==> src/encoder_channel_selector_top_assert.svh <==
// ----------------------------------------------------------------------------
// Encoder channel selector assertion macros
// Concurrent check macros used at the end of the top level. They expect
// signals named clock and reset in the enclosing module.
// ----------------------------------------------------------------------------
`ifndef ENCODER_CHANNEL_SELECTOR_TOP_ASSERT_SVH
`define ENCODER_CHANNEL_SELECTOR_TOP_ASSERT_SVH

`ifndef SYNTHESIS

// consequent must hold in the same cycle as the antecedent
`define ECS_ASSERT_SAME(lbl, ante, cons) \
   lbl: assert property (@(posedge clock) disable iff (reset) (ante) |-> (cons)) \
      else $error("encoder channel selector check failed");

// consequent must hold in the cycle after the antecedent
`define ECS_ASSERT_NEXT(lbl, ante, cons) \
   lbl: assert property (@(posedge clock) disable iff (reset) (ante) |=> (cons)) \
      else $error("encoder channel selector check failed");

`else

`define ECS_ASSERT_SAME(lbl, ante, cons)

`define ECS_ASSERT_NEXT(lbl, ante, cons)

`endif

`endif

==> src/ecs_pkg.sv <==
`timescale 1ns / 1ps
`default_nettype none
// ----------------------------------------------------------------------------
// Encoder channel selector package
// Shared types, register map, reset values and controller encodings.
// ----------------------------------------------------------------------------
package ecs_pkg;

   // default widths of the index and pulse count
   localparam int ECS_INDEX_BITS = 8;
   localparam int ECS_ACCUM_BITS = 16;

   // register map, byte address = 4 * index
   localparam int ECS_ADDR_BITS = 5;
   localparam int ECS_REG_BITS  = 3;
   localparam logic [ECS_REG_BITS-1:0] ECS_REG_DEBOUNCE  = 3'd0;
   localparam logic [ECS_REG_BITS-1:0] ECS_REG_MIN_INTVL = 3'd1;
   localparam logic [ECS_REG_BITS-1:0] ECS_REG_CPD       = 3'd2;
   localparam logic [ECS_REG_BITS-1:0] ECS_REG_MAX_STEPS = 3'd3;
   localparam logic [ECS_REG_BITS-1:0] ECS_REG_CH_COUNT  = 3'd4;
   localparam logic [ECS_REG_BITS-1:0] ECS_REG_BEEP      = 3'd5;
   localparam logic [ECS_REG_BITS-1:0] ECS_REG_IDLE      = 3'd6;

   // register reset values
   localparam logic [15:0] ECS_RST_DEBOUNCE  = 16'd50;
   localparam logic [15:0] ECS_RST_MIN_INTVL = 16'd100;
   localparam logic [7:0]  ECS_RST_CPD       = 8'd4;
   localparam logic [7:0]  ECS_RST_MAX_STEPS = 8'd2;
   localparam logic [7:0]  ECS_RST_CH_COUNT  = 8'd4;
   localparam logic [15:0] ECS_RST_BEEP      = 16'd50;
   localparam logic [31:0] ECS_RST_IDLE      = 32'd300000;

   typedef struct packed {
      logic [15:0] debounce_ms;
      logic [15:0] min_interval_ms;
      logic [7:0]  detent_pulses;
      logic [7:0]  max_steps;
      logic [7:0]  channel_count;
      logic [15:0] beep_ms;
      logic [31:0] idle_timeout_ms;
   } ecs_cfg_type;

   typedef struct packed {
      logic [31:0]       now_ms;
      logic signed [7:0] pulse_delta;
      logic              switch_level;
   } ecs_req_type;

   typedef struct packed {
      logic [7:0] channel_index;
      logic       refresh_request;
      logic       beeper;
      logic       sleep_request;
   } ecs_rsp_type;

   // controller states
   typedef enum logic [1:0] {
      ECS_IDLE,
      ECS_CHECK,
      ECS_DIVIDE,
      ECS_APPLY
   } ecs_state_type;

   // controller to datapath
   typedef struct packed {
      logic load;
      logic check;
      logic div_step;
      logic apply;
   } ecs_cmd_type;

   // datapath to controller
   typedef struct packed {
      logic rot_go;
      logic div_last;
      logic out_free;
   } ecs_sts_type;

endpackage
`default_nettype wire

==> src/ecs_csr.sv <==
`timescale 1ns / 1ps
`default_nettype none
// ----------------------------------------------------------------------------
// Encoder channel selector register file
// APB-style configuration registers with read-back.
// ----------------------------------------------------------------------------
module ecs_csr (
   input  wire logic                             clock,
   input  wire logic                             reset,
   input  wire logic                             psel,
   input  wire logic                             penable,
   input  wire logic                             pwrite,
   input  wire logic [ecs_pkg::ECS_ADDR_BITS-1:0] paddr,
   input  wire logic [31:0]                      pwdata,
   output logic [31:0]                           prdata,
   output logic                                  pready,
   output ecs_pkg::ecs_cfg_type                  cfg
);
   import ecs_pkg::*;

   ecs_cfg_type cfg_ff;
   ecs_cfg_type cfg_in;
   logic [ECS_REG_BITS-1:0] reg_sel;
   logic wr_en;

   assign pready  = 1'b1;
   assign reg_sel = paddr[ECS_ADDR_BITS-1:2];
   assign wr_en   = psel && penable && pwrite;
   assign cfg     = cfg_ff;

   // write decode
   always_comb begin
      cfg_in = cfg_ff;
      if (wr_en) begin
         unique case (reg_sel)
            ECS_REG_DEBOUNCE:  cfg_in.debounce_ms       = pwdata[15:0];
            ECS_REG_MIN_INTVL: cfg_in.min_interval_ms   = pwdata[15:0];
            ECS_REG_CPD:       cfg_in.detent_pulses     = pwdata[7:0];
            ECS_REG_MAX_STEPS: cfg_in.max_steps         = pwdata[7:0];
            ECS_REG_CH_COUNT:  cfg_in.channel_count     = pwdata[7:0];
            ECS_REG_BEEP:      cfg_in.beep_ms           = pwdata[15:0];
            ECS_REG_IDLE:      cfg_in.idle_timeout_ms   = pwdata;
            default: ;
         endcase
      end
   end

   always_ff @(posedge clock) begin
      if (reset) begin
         cfg_ff.debounce_ms       <= ECS_RST_DEBOUNCE;
         cfg_ff.min_interval_ms   <= ECS_RST_MIN_INTVL;
         cfg_ff.detent_pulses     <= ECS_RST_CPD;
         cfg_ff.max_steps         <= ECS_RST_MAX_STEPS;
         cfg_ff.channel_count     <= ECS_RST_CH_COUNT;
         cfg_ff.beep_ms           <= ECS_RST_BEEP;
         cfg_ff.idle_timeout_ms   <= ECS_RST_IDLE;
      end else begin
         cfg_ff <= cfg_in;
      end
   end

   // read mux
   always_comb begin
      unique case (reg_sel)
         ECS_REG_DEBOUNCE:  prdata = {16'd0, cfg_ff.debounce_ms};
         ECS_REG_MIN_INTVL: prdata = {16'd0, cfg_ff.min_interval_ms};
         ECS_REG_CPD:       prdata = {24'd0, cfg_ff.detent_pulses};
         ECS_REG_MAX_STEPS: prdata = {24'd0, cfg_ff.max_steps};
         ECS_REG_CH_COUNT:  prdata = {24'd0, cfg_ff.channel_count};
         ECS_REG_BEEP:      prdata = {16'd0, cfg_ff.beep_ms};
         ECS_REG_IDLE:      prdata = cfg_ff.idle_timeout_ms;
         default:           prdata = 32'd0;
      endcase
   end

endmodule
`default_nettype wire

==> src/ecs_ctrl.sv <==
`timescale 1ns / 1ps
`default_nettype none
// ----------------------------------------------------------------------------
// Encoder channel selector controller
// Sequences one poll: accept, count/gap check, serial divide when a rotation is due, apply.
// ----------------------------------------------------------------------------
module ecs_ctrl (
   input  wire logic                 clock,
   input  wire logic                 reset,
   input  wire logic                 req_valid,
   output logic                      req_stall,
   input  wire ecs_pkg::ecs_sts_type sts,
   output ecs_pkg::ecs_cmd_type      cmd
);
   import ecs_pkg::*;

   ecs_state_type state_ff;
   ecs_state_type state_in;

   // next state
   always_comb begin
      state_in = state_ff;
      unique case (state_ff)
         ECS_IDLE:   if (req_valid) state_in = ECS_CHECK;
         ECS_CHECK:  state_in = sts.rot_go ? ECS_DIVIDE : ECS_APPLY;
         ECS_DIVIDE: if (sts.div_last) state_in = ECS_APPLY;
         ECS_APPLY:  if (sts.out_free) state_in = ECS_IDLE;
         default:    state_in = ECS_IDLE;
      endcase
   end

   always_ff @(posedge clock) begin
      if (reset) begin
         state_ff <= ECS_IDLE;
      end else begin
         state_ff <= state_in;
      end
   end

   // outputs
   always_comb begin
      req_stall    = 1'b1;
      cmd          = '0;
      unique case (state_ff)
         ECS_IDLE: begin
            req_stall = 1'b0;
            cmd.load  = req_valid;
         end
         ECS_CHECK:  cmd.check    = 1'b1;
         ECS_DIVIDE: cmd.div_step = 1'b1;
         ECS_APPLY:  cmd.apply    = sts.out_free;
         default: ;
      endcase
   end

endmodule
`default_nettype wire

==> src/ecs_dp.sv <==
`timescale 1ns / 1ps
`default_nettype none
// ----------------------------------------------------------------------------
// Encoder channel selector datapath
// Pulse count, gap check, restoring divider, index update, beeper and idle
// timer, plus the result register.
// ----------------------------------------------------------------------------
module ecs_dp #(
   parameter int INDEX_BITS = ecs_pkg::ECS_INDEX_BITS,
   parameter int ACCUM_BITS = ecs_pkg::ECS_ACCUM_BITS
) (
   input  wire logic                 clock,
   input  wire logic                 reset,
   input  wire ecs_pkg::ecs_cfg_type cfg,
   input  wire ecs_pkg::ecs_cmd_type cmd,
   output ecs_pkg::ecs_sts_type      sts,
   input  wire ecs_pkg::ecs_req_type req_payload,
   output logic                      rsp_valid,
   input  wire logic                 rsp_stall,
   output ecs_pkg::ecs_rsp_type      rsp_payload
);
   import ecs_pkg::*;

   localparam int CNT_BITS = $clog2(ACCUM_BITS + 1);
   localparam int CW       = ((INDEX_BITS > 8) ? INDEX_BITS : 8) + 1;
   localparam logic [CW-1:0] IDX_MASK = CW'((1 << INDEX_BITS) - 1);
   localparam logic [ACCUM_BITS-1:0] ACC_MAX = {1'b0, {(ACCUM_BITS-1){1'b1}}};
   localparam logic [ACCUM_BITS-1:0] ACC_MIN = {1'b1, {(ACCUM_BITS-1){1'b0}}};

   // latched poll
   logic [31:0] now_ff;
   logic [7:0]  delta_ff;
   logic        level_ff;

   // block state
   logic [ACCUM_BITS-1:0] accum_ff,  accum_in;
   logic [31:0]           last_act_ff, last_act_in;
   logic [INDEX_BITS-1:0] chan_ff,   chan_in;
   logic                  prev_sw_ff, prev_sw_in;
   logic                  beep_on_ff, beep_on_in;
   logic [31:0]           beep_end_ff, beep_end_in;
   logic [31:0]           stim_ff,   stim_in;

   // divider
   logic [ACCUM_BITS-1:0] quo_ff, quo_in;
   logic [7:0]            rem_ff, rem_in;
   logic [CNT_BITS-1:0]   cnt_ff, cnt_in;
   logic                  rot_ff, rot_in;
   logic                  neg_ff, neg_in;

   // result register
   logic        rsp_valid_ff, rsp_valid_in;
   ecs_rsp_type rsp_ff,       rsp_in;

   // check stage signals
   logic [ACCUM_BITS:0]   sum;
   logic [ACCUM_BITS-1:0] acc_sat;
   logic [ACCUM_BITS-1:0] acc_mag;
   logic [31:0]           gap;
   logic                  rot_go;

   // divider step signals
   logic [7:0] divisor;
   logic [8:0] trial;
   logic [8:0] trial_sub;
   logic       fits;

   // apply stage signals
   logic [7:0]            qc;
   logic                  rot_take;
   logic [7:0]            lim8;
   logic [CW-1:0]         lim, cur, step, sum_up, nxt_up, nxt_dn, nxt;
   logic                  moved, press, started;
   logic                  beep_on_n, beep_stop;
   logic [31:0]           end_diff, idle_diff;
   logic [INDEX_BITS-1:0] chan_n;
   logic [CW-1:0]         chan_ext;
   logic                  sleep;

   // saturating count and gap check
   always_comb begin
      sum = {accum_ff[ACCUM_BITS-1], accum_ff}
          + {{(ACCUM_BITS-7){delta_ff[7]}}, delta_ff};
      if (sum[ACCUM_BITS] != sum[ACCUM_BITS-1]) begin
         acc_sat = sum[ACCUM_BITS] ? ACC_MIN : ACC_MAX;
      end else begin
         acc_sat = sum[ACCUM_BITS-1:0];
      end
      acc_mag = acc_sat[ACCUM_BITS-1] ? (~acc_sat + 1'b1) : acc_sat;
      gap     = now_ff - last_act_ff;
      rot_go  = (acc_sat != '0) && (gap >= {16'd0, cfg.debounce_ms})
                && (gap >= {16'd0, cfg.min_interval_ms});
   end

   // one quotient bit per cycle, zero divisor counts as one
   always_comb begin
      divisor   = (cfg.detent_pulses == 8'd0) ? 8'd1 : cfg.detent_pulses;
      trial     = {rem_ff, quo_ff[ACCUM_BITS-1]};
      trial_sub = trial - {1'b0, divisor};
      fits      = trial >= {1'b0, divisor};
   end

   // step clamp and index move
   always_comb begin
      qc = (quo_ff > ACCUM_BITS'(cfg.max_steps)) ? cfg.max_steps : quo_ff[7:0];
      rot_take = rot_ff && (qc != 8'd0);
      lim8 = (cfg.channel_count == 8'd0) ? 8'd0 : cfg.channel_count - 8'd1;
      lim  = (CW'(lim8) > IDX_MASK) ? IDX_MASK : CW'(lim8);
      cur  = CW'(chan_ff);
      step = CW'(qc);
      sum_up = cur + step;
      if (cur < lim) begin
         nxt_up = (sum_up > lim) ? lim : sum_up;
      end else begin
         nxt_up = cur;
      end
      nxt_dn = (cur >= step) ? cur - step : '0;
      nxt    = neg_ff ? nxt_dn : nxt_up;
      moved  = rot_take && (nxt != cur);
      press  = prev_sw_ff && !level_ff;
      started = moved || press;
      priority if (press) begin
         chan_n = '0;
      end else if (moved) begin
         chan_n = nxt[INDEX_BITS-1:0];
      end else begin
         chan_n = chan_ff;
      end
      chan_ext = CW'(chan_n);
   end

   // beeper and idle timer; a fresh beep ends at once only when its length is zero
   always_comb begin
      beep_on_n = beep_on_ff || started;
      end_diff  = now_ff - beep_end_ff;
      beep_stop = started ? (cfg.beep_ms == 16'd0) : !end_diff[31];
      idle_diff = now_ff - stim_ff;
      sleep     = beep_on_n ? (cfg.idle_timeout_ms == 32'd0)
                            : (idle_diff >= cfg.idle_timeout_ms);
   end

   // next state of the registers
   always_comb begin
      accum_in     = accum_ff;
      last_act_in  = last_act_ff;
      chan_in      = chan_ff;
      prev_sw_in   = prev_sw_ff;
      beep_on_in   = beep_on_ff;
      beep_end_in  = beep_end_ff;
      stim_in      = stim_ff;
      quo_in       = quo_ff;
      rem_in       = rem_ff;
      cnt_in       = cnt_ff;
      rot_in       = rot_ff;
      neg_in       = neg_ff;
      rsp_in       = rsp_ff;
      rsp_valid_in = rsp_valid_ff && rsp_stall;

      if (cmd.check) begin
         accum_in = acc_sat;
         rot_in   = rot_go;
         neg_in   = acc_sat[ACCUM_BITS-1];
         quo_in   = acc_mag;
         rem_in   = 8'd0;
         cnt_in   = CNT_BITS'(ACCUM_BITS);
      end

      if (cmd.div_step) begin
         quo_in = {quo_ff[ACCUM_BITS-2:0], fits};
         rem_in = fits ? trial_sub[7:0] : trial[7:0];
         cnt_in = cnt_ff - 1'b1;
      end

      if (cmd.apply) begin
         if (rot_take) begin
            accum_in    = '0;
            last_act_in = now_ff;
         end
         chan_in     = chan_n;
         prev_sw_in  = level_ff;
         beep_on_in  = beep_on_n && !beep_stop;
         beep_end_in = started ? now_ff + {16'd0, cfg.beep_ms} : beep_end_ff;
         stim_in     = beep_on_n ? now_ff : stim_ff;
         rsp_in.channel_index   = chan_ext[7:0];
         rsp_in.refresh_request = started;
         rsp_in.beeper          = beep_on_n && !beep_stop;
         rsp_in.sleep_request   = sleep;
         rsp_valid_in           = 1'b1;
      end
   end

   // control and model state
   always_ff @(posedge clock) begin
      if (reset) begin
         accum_ff     <= '0;
         last_act_ff  <= '0;
         chan_ff      <= '0;
         prev_sw_ff   <= 1'b1;
         beep_on_ff   <= 1'b0;
         beep_end_ff  <= '0;
         stim_ff      <= '0;
         cnt_ff       <= '0;
         rot_ff       <= 1'b0;
         rsp_valid_ff <= 1'b0;
      end else begin
         accum_ff     <= accum_in;
         last_act_ff  <= last_act_in;
         chan_ff      <= chan_in;
         prev_sw_ff   <= prev_sw_in;
         beep_on_ff   <= beep_on_in;
         beep_end_ff  <= beep_end_in;
         stim_ff      <= stim_in;
         cnt_ff       <= cnt_in;
         rot_ff       <= rot_in;
         rsp_valid_ff <= rsp_valid_in;
      end
   end

   // payload registers
   always_ff @(posedge clock) begin
      if (cmd.load) begin
         now_ff   <= req_payload.now_ms;
         delta_ff <= req_payload.pulse_delta;
         level_ff <= req_payload.switch_level;
      end
      quo_ff <= quo_in;
      rem_ff <= rem_in;
      neg_ff <= neg_in;
      rsp_ff <= rsp_in;
   end

   assign sts.rot_go   = rot_go;
   assign sts.div_last = (cnt_ff == CNT_BITS'(1));
   assign sts.out_free = !rsp_valid_ff || !rsp_stall;
   assign rsp_valid    = rsp_valid_ff;
   assign rsp_payload  = rsp_ff;

endmodule
`default_nettype wire

==> src/encoder_channel_selector_top.sv <==
`timescale 1ns / 1ps
`default_nettype none
// ----------------------------------------------------------------------------
// Encoder channel selector
// Rotary encoder and push switch front end choosing a channel index.
// ----------------------------------------------------------------------------
// One poll beat in gives one result beat out. A poll is taken only while the
// block is idle and then passes through accept, check and apply when no
// rotation is due, with the restoring divider running between check and
// apply when a rotation is due; it produces one quotient bit per cycle for
// pulses / detent_pulses. The result beat is registered by the apply step.
// The apply step waits while an earlier result still sits stalled in the
// output register. Register writes go through the APB-style port at byte
// address 4 * index, with pready tied high; only write while no poll is in
// flight.
`include "encoder_channel_selector_top_assert.svh"

module encoder_channel_selector_top #(
   parameter int INDEX_BITS = ecs_pkg::ECS_INDEX_BITS,
   parameter int ACCUM_BITS = ecs_pkg::ECS_ACCUM_BITS
) (
   input  wire logic                              clock,
   input  wire logic                              reset,
   // poll channel
   input  wire logic                              req_valid,
   output logic                                   req_stall,
   input  wire ecs_pkg::ecs_req_type              req_payload,
   // result channel
   output logic                                   rsp_valid,
   input  wire logic                              rsp_stall,
   output ecs_pkg::ecs_rsp_type                   rsp_payload,
   // configuration port
   input  wire logic                              psel,
   input  wire logic                              penable,
   input  wire logic                              pwrite,
   input  wire logic [ecs_pkg::ECS_ADDR_BITS-1:0] paddr,
   input  wire logic [31:0]                       pwdata,
   output logic [31:0]                            prdata,
   output logic                                   pready
);
   import ecs_pkg::*;

   ecs_cfg_type cfg;
   ecs_cmd_type cmd;
   ecs_sts_type sts;

   ecs_csr u_csr (
      .clock   (clock),
      .reset   (reset),
      .psel    (psel),
      .penable (penable),
      .pwrite  (pwrite),
      .paddr   (paddr),
      .pwdata  (pwdata),
      .prdata  (prdata),
      .pready  (pready),
      .cfg     (cfg)
   );

   ecs_ctrl u_ctrl (
      .clock     (clock),
      .reset     (reset),
      .req_valid (req_valid),
      .req_stall (req_stall),
      .sts       (sts),
      .cmd       (cmd)
   );

   ecs_dp #(
      .INDEX_BITS (INDEX_BITS),
      .ACCUM_BITS (ACCUM_BITS)
   ) u_dp (
      .clock       (clock),
      .reset       (reset),
      .cfg         (cfg),
      .cmd         (cmd),
      .sts         (sts),
      .req_payload (req_payload),
      .rsp_valid   (rsp_valid),
      .rsp_stall   (rsp_stall),
      .rsp_payload (rsp_payload)
   );

   // a taken poll makes the block busy on the next cycle
   `ECS_ASSERT_NEXT(a_busy_after_poll, req_valid && !req_stall, req_stall)

   // a new result only comes out of a busy block
   `ECS_ASSERT_SAME(a_result_from_busy, $rose(rsp_valid), $past(req_stall))

   // with the beeper on the idle timer restarts, so sleep only at zero timeout
   `ECS_ASSERT_SAME(a_no_sleep_while_beeping,
      rsp_valid && rsp_payload.beeper && rsp_payload.sleep_request,
      cfg.idle_timeout_ms == 32'd0)

endmodule
`default_nettype wire
==> config.mk <==
export PLATFORM = sky130hd
export DESIGN_NAME = encoder_channel_selector_top
export DESIGN_NICKNAME = d
export VERILOG_FILES = /design/src/ecs_pkg.sv /design/src/ecs_csr.sv /design/src/ecs_ctrl.sv /design/src/ecs_dp.sv /design/src/encoder_channel_selector_top.sv
export VERILOG_INCLUDE_DIRS = /design/src /design/src/src
export SDC_FILE = /design/constraint.sdc
export NUM_CORES = 1
export LEC_CHECK = 0
export ABC_AREA = 1
export BUFFER_PORTS_ARGS = -buffer_cell sky130_fd_sc_hd__buf_2
export CORE_MARGIN = 1
export CORE_UTILIZATION = 40
export CTS_BUF_LIST = sky130_fd_sc_hd__clkbuf_8
export DETAILED_ROUTE_END_ITERATION = 16
export MAX_ROUTING_LAYER = met4
export PLACE_DENSITY = 0.63
export SYNTH_ARGS = -nofsm -noshare
export SYNTH_HDL_FRONTEND = slang
export SYNTH_SLANG_ARGS = --single-unit
==> constraint.sdc <==
create_clock -name clock -period 7.15 [get_ports clock]
set_input_delay 1.0725 -clock clock [delete_from_list [all_inputs] [get_ports clock]]
set_output_delay 1.0725 -clock clock [all_outputs]
set_load 0.02 [all_outputs]
==> impl_metrics.prom <==
# TYPE chip_impl_metric gauge
chip_impl_metric{name="critPathMaxStageDelay",unit="ns"} 0.43
chip_impl_metric{name="layout-area-overhead-vs-synth",unit="%"} 11.3
chip_impl_info{name="yosys-top-cells-area",value="dfxtp_1, ha_1, edfxtp_1"} 1
chip_impl_metric{name="initial_core_util",unit=""} 0.407
chip_impl_metric{name="detail_route.wirelength",unit="um"} 65000
chip_impl_metric{name="setup_skew",unit="ns"} 0.0567
chip_impl_metric{name="port_buffers",unit=""} 127
chip_impl_metric{name="fillerInstances",unit=""} 5676
chip_impl_metric{name="coreArea",unit="sq um"} 55400
chip_impl_metric{name="part_of_the_yosys_area_used_for_sequential_elements",unit=""} 0.311
chip_impl_metric{name="power.ir.vdd_worst",unit="mV"} 0.369
chip_impl_metric{name="postSynth.asyncResetShare",unit=""} 0
chip_impl_metric{name="period_minus_slack",unit="ns"} 6.38
chip_impl_metric{name="globalRouteOverflowTotal",unit=""} 0
chip_impl_metric{name="final_hold_viol_count",unit=""} 0
chip_impl_metric{name="syn_avg_cell_area",unit="sq um"} 7.39
chip_impl_metric{name="ys_warn_count",unit=""} 0
chip_impl_metric{name="clkLatencyLatePin",unit="ns"} 0.70
chip_impl_metric{name="layout.area.seq",unit="sq um"} 7020
chip_impl_metric{name="clkTransAtPathRegs",unit="ns"} 0.06
chip_impl_info{name="slowest_stage",value="fa_1"} 1
chip_impl_metric{name="grt_first_pass_wirelength",unit="um"} 102000
chip_impl_info{name="crit_top_cell",value="nand2_1"} 1
chip_impl_metric{name="detailedPlacementHpwl",unit="um"} 49500
chip_impl_metric{name="leakage",unit="nW"} 10.8
chip_impl_info{name="mostFrequentLayoutCells",value="nand2_1, inv_1, a21oi_1, o21ai_0, ha_1"} 1
chip_impl_metric{name="drc_violation_count_after_routing",unit=""} 0
chip_impl_metric{name="required",unit="ns"} 7.69
chip_impl_metric{name="final_max_slew_viol_count",unit=""} 0
chip_impl_metric{name="ys_seq_elements",unit=""} 312
chip_impl_metric{name="layout_worst_path_cycle_share",unit=""} 0.892
chip_impl_metric{name="switching_component_of_the_power",unit="W"} 0.00427
chip_impl_info{name="final_common_cell",value="nand2_1"} 1
chip_impl_metric{name="setup_viol",unit=""} 0
chip_impl_metric{name="yosys.area.top_type_share",unit=""} 0.209
chip_impl_metric{name="totalNegativeSetupSlack",unit="ns"} 0
chip_impl_metric{name="final.setup.worst_slack",unit="ns"} 0.770
chip_impl_metric{name="synthesis.instances",unit=""} 3051
chip_impl_metric{name="cts_repair_resize_count",unit=""} 0
chip_impl_info{name="status",value="completed"} 1
chip_impl_metric{name="slew_of_the_pin_with_the_lowest_slew_margin",unit="ns"} 1.21
chip_impl_metric{name="groute.usage.overall",unit=""} 0.232
chip_impl_metric{name="die-area",unit="sq um"} 57300
chip_impl_metric{name="rows",unit=""} 86
chip_impl_metric{name="post-cts-setup-buffer-count",unit=""} 0
chip_impl_metric{name="p_int",unit="W"} 0.00510
chip_impl_metric{name="power_density",unit="nW/um^2"} 374
chip_impl_info{name="synth_largest_area_cell",value="dfxtp_1"} 1
chip_impl_info{name="min-delay-path-class",value="flip-flop to flip-flop"} 1
chip_impl_metric{name="ios",unit=""} 131
chip_impl_metric{name="yosysUniqueCellTypes",unit=""} 62
chip_impl_metric{name="dp_slack",unit="ns"} 0.906
chip_impl_metric{name="cts_inserted_buffers",unit=""} 57
chip_impl_metric{name="via_cell_ratio",unit=""} 5.15
chip_impl_metric{name="slew_headroom",unit=""} 0.193
chip_impl_metric{name="power.clock.fraction",unit=""} 0.227
chip_impl_metric{name="combPwrFrac",unit=""} 0.510
chip_impl_info{name="tritoncts",value="built"} 1
chip_impl_metric{name="worst-path-max-fanout",unit=""} 56
chip_impl_metric{name="sw_frac",unit=""} 0.456
chip_impl_metric{name="seq_power_share",unit=""} 0.263
chip_impl_info{name="clockRootBuffer",value="clkbuf_8"} 1
chip_impl_metric{name="syn_area",unit="sq um"} 22500
chip_impl_metric{name="drt_iter0_drc",unit=""} 1433
chip_impl_metric{name="drv.max_cap_violation_count",unit=""} 0
chip_impl_metric{name="numClockSinks",unit=""} 312
chip_impl_metric{name="syn_nets",unit=""} 3391
chip_impl_metric{name="report.power.total",unit="W"} 0.00937
chip_impl_metric{name="num-nets-final",unit=""} 3484
chip_impl_metric{name="die-height",unit="um"} 239
chip_impl_info{name="timing.setup.critical_path_class",value="flip-flop to flip-flop"} 1
chip_impl_metric{name="synth_enable_flop_cells",unit=""} 77
chip_impl_metric{name="largest_net_degree_at_the_start_of_global_routing",unit=""} 86
chip_impl_metric{name="first_global_vias",unit=""} 18610
chip_impl_metric{name="antenna_violating_nets_post_route",unit=""} 0
chip_impl_metric{name="cts.hold.buffers_added",unit=""} 0
chip_impl_metric{name="antenna_violations_before_repair",unit=""} 3
chip_impl_info{name="crit_path_start_kind",value="flip-flop"} 1
chip_impl_info{name="critical_path.endpoint_type",value="flip-flop"} 1
chip_impl_info{name="yosys_most_used_dff",value="dfxtp_1"} 1
chip_impl_metric{name="wire_length_per_cell_after_detailed_routing",unit="um"} 16.5
chip_impl_metric{name="drt_first_pass_iters",unit=""} 5
chip_impl_metric{name="fmaxAchievable",unit="GHz"} 0.157
chip_impl_metric{name="drive_gt1_frac",unit=""} 0.110
chip_impl_metric{name="die_width",unit="um"} 239
chip_impl_metric{name="cts_max_path_buffers",unit=""} 3
chip_impl_metric{name="multi_input_comb_area",unit="sq um"} 13300
chip_impl_metric{name="via_count",unit=""} 20323
chip_impl_metric{name="cts.htree.levels",unit=""} 2
chip_impl_metric{name="worstPathArrival",unit="ns"} 6.92
chip_impl_metric{name="finalWeightedCongestion",unit=""} 0.937
chip_impl_info{name="grt_setup_unrepaired",value="false"} 1
-- sequential cells by signal (all words and copies together), names as in the netlist, 11 cells and up --
signal            cells
u_csr.cfg           104
u_dp.beep_end_ff     32
u_dp.last_act_ff     32
u_dp.now_ff          32
u_dp.stim_ff         32
u_dp.accum_ff        16
u_dp.quo_ff          16
u_dp.rsp_payload     11
-- stage by stage --
step	std cells	util	hold slack, ns	instance area [sq um]
2_1_floorplan	3051	-	0.435	22500
3_3_place_gp	3833	0.427	0.448	23700
3_5_place_dp	3833	0.427	0.453	23700
4_1_cts	3941	0.453	0.464	25100
5_1_grt	3944	0.453	0.479	25100
6_report	3944	0.453	0.460	25100
-- final timing paths --
check / end / slack (ns) / depth (start not counted) / from
hold / removal: u_dp.last_act_ff[16] / 0.46 / 2 / u_dp.last_act_ff[16]
setup reg to reg: u_dp.stim_ff[10] / 0.77 / 38 / u_csr.cfg[63]
hold reg to reg: u_dp.last_act_ff[16] / 0.46 / 2 / u_dp.last_act_ff[16]
setup / recovery: u_dp.stim_ff[10] / 0.77 / 38 / u_csr.cfg[63]
-- cell usage after synthesis (all sizes together) (2+ instances only) --
library cell and number:
a221oi 3, edfxtp 77, a21boi 7, ha 248, inv 436, o21bai 7
nor3b 2, o21a 7, nand4 42, nor2 201, o22ai 21, nor4 20
a211oi 14, clkinv 4, nor3 37, o2111ai 3, or3 2, a221o 10
or2 6, o311ai 3, xor2 82, o31ai 6, a31oi 25, a22oi 2
a21o 11, o211ai 13, fa 7, clkbuf 61, nand3 197, xnor2 29
buf 44, dfxtp 235, o221ai 10, o21ai 263, nand2 512, a21oi 395
nand3b 5
-- cell families (layout without fill, tap and decap cells) --
kind of cell | count (synthesis) | in the layout | share of synthesized area
flip-flops | 312 | 312 | 0.311
XOR/XNOR | 111 | 111 | 0.0431
AO/OA/AOI/OAI | 802 | 802 | 0.201
other | 1 | 4 | 0.000166
adder cells (fa/ha/maj) | 255 | 255 | 0.144
AND/OR/NAND/NOR | 1025 | 1025 | 0.203
buffers and inverters | 545 | 687 | 0.0977
-- routing by layer --
layer,global-route usage,wire length (um),vias to the layer above
met5,-,0,-
met1,0.323,32100,9186
li1,-,-,10565
met4,0.0693,1610,0
met3,0.0333,3360,100
met2,0.346,27900,472
-- power groups by stage --
stage                     Combinational, W  Clock (W)  Sequential, W
after floorplan                    0.00371          0        0.00240
after global placement             0.00470          0        0.00250
after detailed placement           0.00474          0        0.00250
after CTS                          0.00476    0.00217        0.00246
after global routing               0.00543    0.00225        0.00250
final                              0.00478    0.00213        0.00246
-- final cells by class --
cell class,count,share of cell area
Inverter,440,0.0660
Antenna cell,3,0.000299
Clock buffer,67,0.0367
Sequential cell,312,0.280
Multi-Input combinational cell,2194,0.531
Timing Repair Buffer,139,0.0294
Clock inverter,41,0.0199
Tap cell,748,0.0373
-- worst max-delay path: cells and delay by family, from the launching register on --
family                   cells  cell delay (ns)
AND/OR/NAND/NOR             27             3.06
flip-flops                   1             0.37
XOR/XNOR                     1             0.32
buffers and inverters        3             0.48
adder cells (fa/ha/maj)      4             1.34
AO/OA/AOI/OAI                3             0.60
Note: power is estimated with default switching activity, not from simulation.
